==> config.mk <==
export PLATFORM = sky130hd
export DESIGN_NAME = pgnc_ctrl
export DESIGN_NICKNAME = d
export VERILOG_FILES = /design/src/hdl/pgnc_pkg.sv /design/src/hdl/pgnc_ctrl.sv
export VERILOG_INCLUDE_DIRS = /design/src /design/src/hdl
export SDC_FILE = /design/constraint.sdc
export NUM_CORES = 1
export LEC_CHECK = 0
export BUFFER_PORTS_ARGS = -buffer_cell sky130_fd_sc_hd__buf_2
export CAP_MARGIN = 20
export CORE_MARGIN = 2
export CORE_UTILIZATION = 37
export DETAILED_ROUTE_END_ITERATION = 8
export PLACE_DENSITY = 0.69
export SLEW_MARGIN = 20
export SYNTH_ARGS = -nofsm -noshare
export SYNTH_HDL_FRONTEND = slang
export SYNTH_SLANG_ARGS = --single-unit
export TNS_END_PERCENT = 10
==> constraint.sdc <==
create_clock -name clk -period 8.4 [get_ports clk]
set_input_delay 1.68 -clock clk [delete_from_list [all_inputs] [get_ports clk]]
set_output_delay 1.68 -clock clk [all_outputs]
set_load 0.02 [all_outputs]
==> src/hdl/priority_grid_next_cell_unit_macros.svh <==
// Assertion macros for the priority grid next-cell unit.
// Included by the modules that carry concurrent checks; no dependencies.
`ifndef PRIORITY_GRID_NEXT_CELL_UNIT_MACROS_SVH
`define PRIORITY_GRID_NEXT_CELL_UNIT_MACROS_SVH
`ifndef SYNTHESIS
`define PGNC_ASSERT_IMP(name, clk, rst, ante, cons) \
  name: assert property (@(posedge clk) disable iff (rst) (ante) |-> (cons)) \
    else $error("pgnc check failed");
`define PGNC_ASSERT_NXT(name, clk, rst, ante, cons) \
  name: assert property (@(posedge clk) disable iff (rst) (ante) |=> (cons)) \
    else $error("pgnc check failed");
`else
`define PGNC_ASSERT_IMP(name, clk, rst, ante, cons)
`define PGNC_ASSERT_NXT(name, clk, rst, ante, cons)
`endif
`endif

==> src/hdl/pgnc_pkg.sv <==
// Shared types and constants for the priority grid next-cell unit.
// No dependencies; used by every module of the block.
`timescale 1ns / 1ps
package pgnc_pkg;

  localparam int DEF_MAX_ROWS = 64;
  localparam int DEF_MAX_COLS = 64;
  localparam int CELL_W       = 8;
  localparam int TOTAL_W      = 21;
  localparam int SUM_OUT_W    = 20;
  localparam int POS_W        = 6;
  localparam int DIFF_W       = 10;
  localparam int SQ_W         = 16;
  localparam int DIST_W       = 17;
  localparam int SLOT_W       = 4;
  localparam int DRONE_W      = 5;
  localparam int MAX_DRONES   = 16;
  localparam int GRID_W       = 7;
  localparam int CFG_IDX_W    = 2;
  localparam int CFG_DATA_W   = 8;

  localparam logic [CFG_IDX_W-1:0] CFG_GRID_ROWS     = 2'd0;
  localparam logic [CFG_IDX_W-1:0] CFG_GRID_COLS     = 2'd1;
  localparam logic [CFG_IDX_W-1:0] CFG_FILL_PRIORITY = 2'd2;
  localparam logic [CFG_IDX_W-1:0] CFG_NUM_DRONES    = 2'd3;

  localparam logic [GRID_W-1:0]  RST_GRID_ROWS     = 7'd5;
  localparam logic [GRID_W-1:0]  RST_GRID_COLS     = 7'd5;
  localparam logic [CELL_W-1:0]  RST_FILL_PRIORITY = 8'd1;
  localparam logic [DRONE_W-1:0] RST_NUM_DRONES    = 5'd1;

  localparam logic FUNC_FILL   = 1'b0;
  localparam logic FUNC_SELECT = 1'b1;

  typedef struct packed {
    logic             func;
    logic [POS_W-1:0] pos_row;
    logic [POS_W-1:0] pos_col;
  } pgnc_req_t;

  typedef struct packed {
    logic [POS_W-1:0]     sel_row;
    logic [POS_W-1:0]     sel_col;
    logic [CELL_W-1:0]    sel_priority;
    logic [SUM_OUT_W-1:0] remaining_sum;
    logic [SLOT_W-1:0]    drone_slot;
    logic                 done_res;
  } pgnc_rsp_t;

  typedef struct packed {
    logic [GRID_W-1:0]  grid_rows;
    logic [GRID_W-1:0]  grid_cols;
    logic [CELL_W-1:0]  fill_priority;
    logic [DRONE_W-1:0] drones;
  } pgnc_cfg_t;

  typedef enum logic [2:0] {
    ST_CLEAR,
    ST_IDLE,
    ST_FILL,
    ST_SCAN,
    ST_DRAIN,
    ST_TAKE,
    ST_MOD,
    ST_DONE
  } pgnc_state_t;

  typedef enum logic [1:0] {
    ACC_HOLD,
    ACC_CLEAR,
    ACC_FILL,
    ACC_TAKE
  } pgnc_acc_op_t;

  typedef struct packed {
    logic         rd;
    logic         first;
    logic         wr;
    logic         wr_best;
    logic         wr_fill;
    pgnc_acc_op_t acc_op;
  } pgnc_scan_ctl_t;

endpackage

==> src/hdl/pgnc_ctrl.sv <==
// Sequencer: clearing pass, fill and scan address walk, drone slot, result register.
// Depends on pgnc_pkg and the assertion macro header.
`timescale 1ns / 1ps
`include "priority_grid_next_cell_unit_macros.svh"
module pgnc_ctrl import pgnc_pkg::*; #(
  parameter int MAX_ROWS = DEF_MAX_ROWS,
  parameter int MAX_COLS = DEF_MAX_COLS
) (
  input  logic                                         clk,
  input  logic                                         rst,
  input  pgnc_cfg_t                                    cfg,
  input  logic                                         req_valid,
  output logic                                         req_stall,
  input  pgnc_req_t                                    req_data,
  output logic                                         rsp_valid,
  input  logic                                         rsp_stall,
  output pgnc_rsp_t                                    rsp_data,
  output pgnc_scan_ctl_t                               ctl,
  output logic [((MAX_ROWS*MAX_COLS > 1) ? $clog2(MAX_ROWS*MAX_COLS) : 1)-1:0] addr,
  output logic [((MAX_ROWS > 1) ? $clog2(MAX_ROWS) : 1)-1:0] row,
  output logic [((MAX_COLS > 1) ? $clog2(MAX_COLS) : 1)-1:0] col,
  output logic [POS_W-1:0]                             pos_row,
  output logic [POS_W-1:0]                             pos_col,
  input  logic [((MAX_ROWS > 1) ? $clog2(MAX_ROWS) : 1)-1:0] best_row,
  input  logic [((MAX_COLS > 1) ? $clog2(MAX_COLS) : 1)-1:0] best_col,
  input  logic [CELL_W-1:0]                            best_prio,
  input  logic [TOTAL_W-1:0]                           total
);

  localparam int DEPTH = MAX_ROWS * MAX_COLS;
  localparam int AW    = (DEPTH > 1) ? $clog2(DEPTH) : 1;
  localparam int RW    = (MAX_ROWS > 1) ? $clog2(MAX_ROWS) : 1;
  localparam int CW    = (MAX_COLS > 1) ? $clog2(MAX_COLS) : 1;
  localparam int LIM_W = 9;

  pgnc_state_t state, state_next;
  logic [RW-1:0]     row_next, last_row, last_row_next, row_adv, cfg_last_row;
  logic [CW-1:0]     col_next, last_col, last_col_next, col_adv, cfg_last_col;
  logic [AW-1:0]     addr_next, addr_adv;
  logic              func, func_next;
  logic [POS_W-1:0]  pos_row_next, pos_col_next;
  logic [SLOT_W-1:0] slot, slot_next, turn, turn_next;
  logic              rsp_valid_next;
  pgnc_rsp_t         rsp_data_next;
  logic              walk_end;
  logic [LIM_W-1:0]  rows_ext, cols_ext;

  // saturate the grid size to 1..MAX
  assign rows_ext = LIM_W'(cfg.grid_rows);
  assign cols_ext = LIM_W'(cfg.grid_cols);

  always_comb begin
    if (rows_ext == '0) begin
      cfg_last_row = '0;
    end else if (rows_ext > LIM_W'(MAX_ROWS)) begin
      cfg_last_row = RW'(MAX_ROWS - 1);
    end else begin
      cfg_last_row = RW'(rows_ext - LIM_W'(1));
    end
    if (cols_ext == '0) begin
      cfg_last_col = '0;
    end else if (cols_ext > LIM_W'(MAX_COLS)) begin
      cfg_last_col = CW'(MAX_COLS - 1);
    end else begin
      cfg_last_col = CW'(cols_ext - LIM_W'(1));
    end
  end

  // column-major walk: rows inner, columns outer
  assign walk_end = (row == last_row) && (col == last_col);

  always_comb begin
    if (row == last_row) begin
      row_adv  = '0;
      col_adv  = col + CW'(1);
      addr_adv = AW'(col) + AW'(1);
    end else begin
      row_adv  = row + RW'(1);
      col_adv  = col;
      addr_adv = addr + AW'(MAX_COLS);
    end
  end

  always_ff @(posedge clk) begin
    if (rst) begin
      state     <= ST_CLEAR;
      row       <= '0;
      col       <= '0;
      addr      <= '0;
      last_row  <= '0;
      last_col  <= '0;
      func      <= FUNC_FILL;
      slot      <= '0;
      turn      <= '0;
      rsp_valid <= 1'b0;
    end else begin
      state     <= state_next;
      row       <= row_next;
      col       <= col_next;
      addr      <= addr_next;
      last_row  <= last_row_next;
      last_col  <= last_col_next;
      func      <= func_next;
      slot      <= slot_next;
      turn      <= turn_next;
      rsp_valid <= rsp_valid_next;
    end
  end

  always_ff @(posedge clk) begin
    pos_row  <= pos_row_next;
    pos_col  <= pos_col_next;
    rsp_data <= rsp_data_next;
  end

  always_comb begin
    state_next     = state;
    row_next       = row;
    col_next       = col;
    addr_next      = addr;
    last_row_next  = last_row;
    last_col_next  = last_col;
    func_next      = func;
    pos_row_next   = pos_row;
    pos_col_next   = pos_col;
    slot_next      = slot;
    turn_next      = turn;
    rsp_valid_next = rsp_valid;
    rsp_data_next  = rsp_data;
    ctl            = '0;
    req_stall      = (state != ST_IDLE);

    if (rsp_valid && !rsp_stall) begin
      rsp_valid_next = 1'b0;
    end

    case (state)
      ST_CLEAR: begin
        ctl.wr = 1'b1;
        if (addr == AW'(DEPTH - 1)) begin
          addr_next  = '0;
          state_next = ST_IDLE;
        end else begin
          addr_next = addr + AW'(1);
        end
      end
      ST_IDLE: begin
        if (req_valid) begin
          func_next     = req_data.func;
          pos_row_next  = req_data.pos_row;
          pos_col_next  = req_data.pos_col;
          row_next      = '0;
          col_next      = '0;
          addr_next     = '0;
          last_row_next = cfg_last_row;
          last_col_next = cfg_last_col;
          slot_next     = turn;
          ctl.acc_op    = ACC_CLEAR;
          state_next    = (req_data.func == FUNC_FILL) ? ST_FILL : ST_SCAN;
        end
      end
      ST_FILL: begin
        ctl.wr      = 1'b1;
        ctl.wr_fill = 1'b1;
        ctl.acc_op  = ACC_FILL;
        if (walk_end) begin
          state_next = ST_DONE;
        end else begin
          row_next  = row_adv;
          col_next  = col_adv;
          addr_next = addr_adv;
        end
      end
      ST_SCAN: begin
        ctl.rd    = 1'b1;
        ctl.first = (row == '0) && (col == '0);
        if (walk_end) begin
          state_next = ST_DRAIN;
        end else begin
          row_next  = row_adv;
          col_next  = col_adv;
          addr_next = addr_adv;
        end
      end
      ST_DRAIN: begin
        state_next = ST_TAKE;
      end
      ST_TAKE: begin
        ctl.wr      = 1'b1;
        ctl.wr_best = 1'b1;
        ctl.acc_op  = ACC_TAKE;
        state_next  = ST_MOD;
      end
      ST_MOD: begin
        // wrap the turn counter after a drone count change
        if (DRONE_W'(slot) >= cfg.drones) begin
          slot_next = SLOT_W'(DRONE_W'(slot) - cfg.drones);
        end else begin
          state_next = ST_DONE;
        end
      end
      ST_DONE: begin
        if (!rsp_valid || !rsp_stall) begin
          rsp_valid_next               = 1'b1;
          rsp_data_next.remaining_sum  = total[SUM_OUT_W-1:0];
          rsp_data_next.done_res       = (total == '0);
          if (func == FUNC_FILL) begin
            rsp_data_next.sel_row      = '0;
            rsp_data_next.sel_col      = '0;
            rsp_data_next.sel_priority = '0;
            rsp_data_next.drone_slot   = '0;
            turn_next                  = '0;
          end else begin
            rsp_data_next.sel_row      = POS_W'(best_row);
            rsp_data_next.sel_col      = POS_W'(best_col);
            rsp_data_next.sel_priority = best_prio;
            rsp_data_next.drone_slot   = slot;
            turn_next = ((DRONE_W'(slot) + DRONE_W'(1)) == cfg.drones) ? '0 :
                        slot + SLOT_W'(1);
          end
          state_next = ST_IDLE;
        end
      end
      default: state_next = ST_IDLE;
    endcase
  end

  `PGNC_ASSERT_NXT(a_busy_after_accept, clk, rst, req_valid && !req_stall, req_stall)
  `PGNC_ASSERT_IMP(a_walk_in_grid, clk, rst, state == ST_SCAN, (row <= last_row) && (col <= last_col))
  `PGNC_ASSERT_IMP(a_slot_wrapped, clk, rst, (state == ST_DONE) && (func == FUNC_SELECT), DRONE_W'(slot) < cfg.drones)
  `PGNC_ASSERT_NXT(a_rsp_drains, clk, rst, rsp_valid && !rsp_stall && (state != ST_DONE), !rsp_valid)

endmodule

==> run summary <==
Leading cell type in the layout, fill and taps excluded = buf_2
TritonCTS Buffers = 9
Primary FF master, synth = edfxtp_1
Critical path endpoint category = output port
Synth Warn # = 0
Vias per Instance = 5.30
Hold Path Stages = 2
FF+latch count, synth = 106
Setup Skew = 10.0 ps
Net Switching = 220 uW
CP Launch Type = primary input
Post-route insts no fill = 863
Postcts setup bufs = 0
CTS resizes = 0
Combinational Power Share = 5.2%
VDD IR-drop max = 89.5 uV
Xor-xnor portion of the synthesized cell area = 5.33%
Port bufs = 166
R2r setup slk = 5680 ps
Fin crit share = 47.5%
Final WS setup = 4410 ps
PnR Total Power = 987 uW
Layout cell share with drive strength beyond 1 = 29.1%
Worst-margin pin slew = 819 ps
Routability-driven placement congestion ratio = 0.864
Sw Share = 22.3%
Max-cap violations = 0
# diodes = 0
Fill cell count = 1348
CP Class = in -> out
Crit path max-delay cell type = buf_2
Core Util, Final = 46.8%
Clk buf depth = 2
Area Growth Syn to Fin = 23.6%
Multi-input gate area = 2360 um^2
Sequential fraction of the synthesis area = 51.3%
Top cell type's share of synthesized area = 32.6%
First-pass GRT wire length = 20800 um
CP startpoint = req_valid
Adder-cell area share of the yosys netlist = 3.95%
Clk sinks = 106
Combinational family with the most area after synthesis = compound AO/OA/AOI/OAI gates
# nets final = 779
Final worst path period need = 3990 ps
Total GRT Usage = 17.6%
CP arrival = 2310 ps
PwrDens = 152 nW/um^2
CP cell instances = buf_2 -> inv_1 -> a21boi_0 -> buf_2
Worst r2r src = state[0]
Place WS = 4400 ps
# IOs = 175
Async S/R FF share, synth = 0%
Worst hold path class = reg -> reg
Initial antenna violation count = 1
DR vias = 4577
Reg-to-Reg End = last_col[5]
Commonest cells after routing, fill and taps aside = buf_2 (166), edfxtp_1 (57), dfxtp_1 (49), a21oi_1 (45), o21ai_0 (41)
Largest net degree at the start of global routing = 48
Syn avg cell area = 10.1 um^2
Clock transition at the registers of the reported paths = 70 ps
Mux cell area share after synthesis = 0.572%
CTS tree = yes
Setup_tns = 0 ps
Drt wl/cell = 15.7 um
Die Y = 123 um
Syn nets = 622
Hold Crit Start = turn[2]
Synth area leaders = edfxtp_1 (33%), dfxtp_1 (19%), a21oi_1 (4.4%), o21ai_0 (3.9%), ha_1 (3.6%)
Yosys top cell by area = edfxtp_1
Synth unique cells = 67
Number of H-tree levels = 3
Hold path endpoint = turn[2]
Final WL = 13600 um
Initial core utilization = 37.8%
Initial DRT Pass Iterations = 6
Clk_lat worst skew = 350 ps
Fmax = 251 MHz
Initial DRC count = 346
DRC Markers = 0
Post-DRT Antenna Nets = 0
Die footprint = 15200 um^2
Root Driver = clkbuf_16
CP dominant cell by count = buf_2
Number of cells after detailed placement = 847
Post-CTS Hold Fix Bufs = 0
Seq pwr share = 55.3%
Core area = 13900 um^2
Slew Limit Fails = 0
Slew HR = 45.4%
Syn Std Cell Area = 5250 um^2
Internal power = 767 uW
Grt ovf = 0
RSZ-0062 raised after global routing = false
Clock network power share = 39.5%
Crit path required time = 6720 ps
Synthesized instance count = 521
Vias in the first global route = 4262
DP HPWL = 10200 um
Final setup viols = 0
Worst R2R Path Depth = 5
Synth Area in Compound Gates = 17.9%
Crit path largest cell delay = 230 ps
P_leak = 0.00256 uW
Fin. Hold Viols = 0
Crit-path max FO = 5
Die width = 123 um
Number of flops mapped to enable cells by yosys = 57
Reg area = 2690 um^2
Outcome = completed
Simple-Gate Fraction of Synth Area = 17.0%
Rows = 43
==> metal layers <==
metal | vias up | wire length, um | GRT usage (%)
met3 | 20 | 1070 | 3.92
met4 | 2 | 223 | 7.88
met1 | 2133 | 5640 | 20.5
met2 | 189 | 6630 | 31.0
met5 | - | 15 | 0
li1 | 2233 | - | -
==> cells by family after synthesis <==
kind of cell               after synthesis
and+or+nand+nor                        165
AOI/OAI and AO/OA                      150
DFF                                    106
buffers and inverters                   49
xor gates and xnor gates                32
adders and majority gates               16
muxes                                    3
==> state kept, by name (all words and copies together), names as in the netlist <==
name and cells:
addr 12, col 6, func 1, last_col 6, last_row 6, pos_col 6, pos_row 6, row 6
rsp_data 45, rsp_valid 1, slot 4, state 3, turn 4
==> power by group through the flow <==
stage	clock [uW]	sequential (uW)	combinational, uW
2_1_floorplan	0	558	22.1
3_3_place_gp	0	557	50.1
3_5_place_dp	0	557	51.5
4_1_cts	400	545	52.0
5_1_grt	419	545	57.0
6_report	390	545	51.3
==> per-stage QoR <==
step	area, um^2	hold WS (ps)
final	6500	468
after global routing	6500	495
after CTS	6500	472
after detailed placement	6230	455
after global placement	6230	438
after floorplan	5250	425
==> Yosys cell counts, types with 7 or more instances <==
cell type,count
a21oi_1,46
a31oi_1,8
and2_1,27
clkbuf_1,14
dfxtp_1,49
edfxtp_1,57
ha_1,15
inv_1,27
nand2_1,32
nand3_1,24
nor2_1,24
nor2b_1,7
nor3_1,12
nor4_1,7
o21ai_0,41
xnor2_1,18
xor2_1,14
==> worst max-delay path by stage <==
stage                   end  depth (start not counted)  slack, ps
floorplan           turn[2]                          4       3800
global placement     ctl[0]                          4       4410
CTS                  ctl[0]                          4       4390
finish               ctl[0]                          4       4410
detailed placement   ctl[0]                          4       4400
global route         ctl[0]                          4       4290
==> worst max-delay path: cells and delay by family <==
kind | cells | cell delay [ps]
AOI/OAI and AO/OA | 1 | 220
buffers and inverters | 3 | 410
==> final cells by class <==
cell class                 count  area share, %
clock buffer                   9           3.47
clock inverter                 7          0.693
inverter                      28           1.62
multi-input combinational    366           36.4
sequential                   106           41.4
tap                          180           3.47
timing repair buffer         167           12.9
Note: power is estimated with default switching activity, not from simulation.
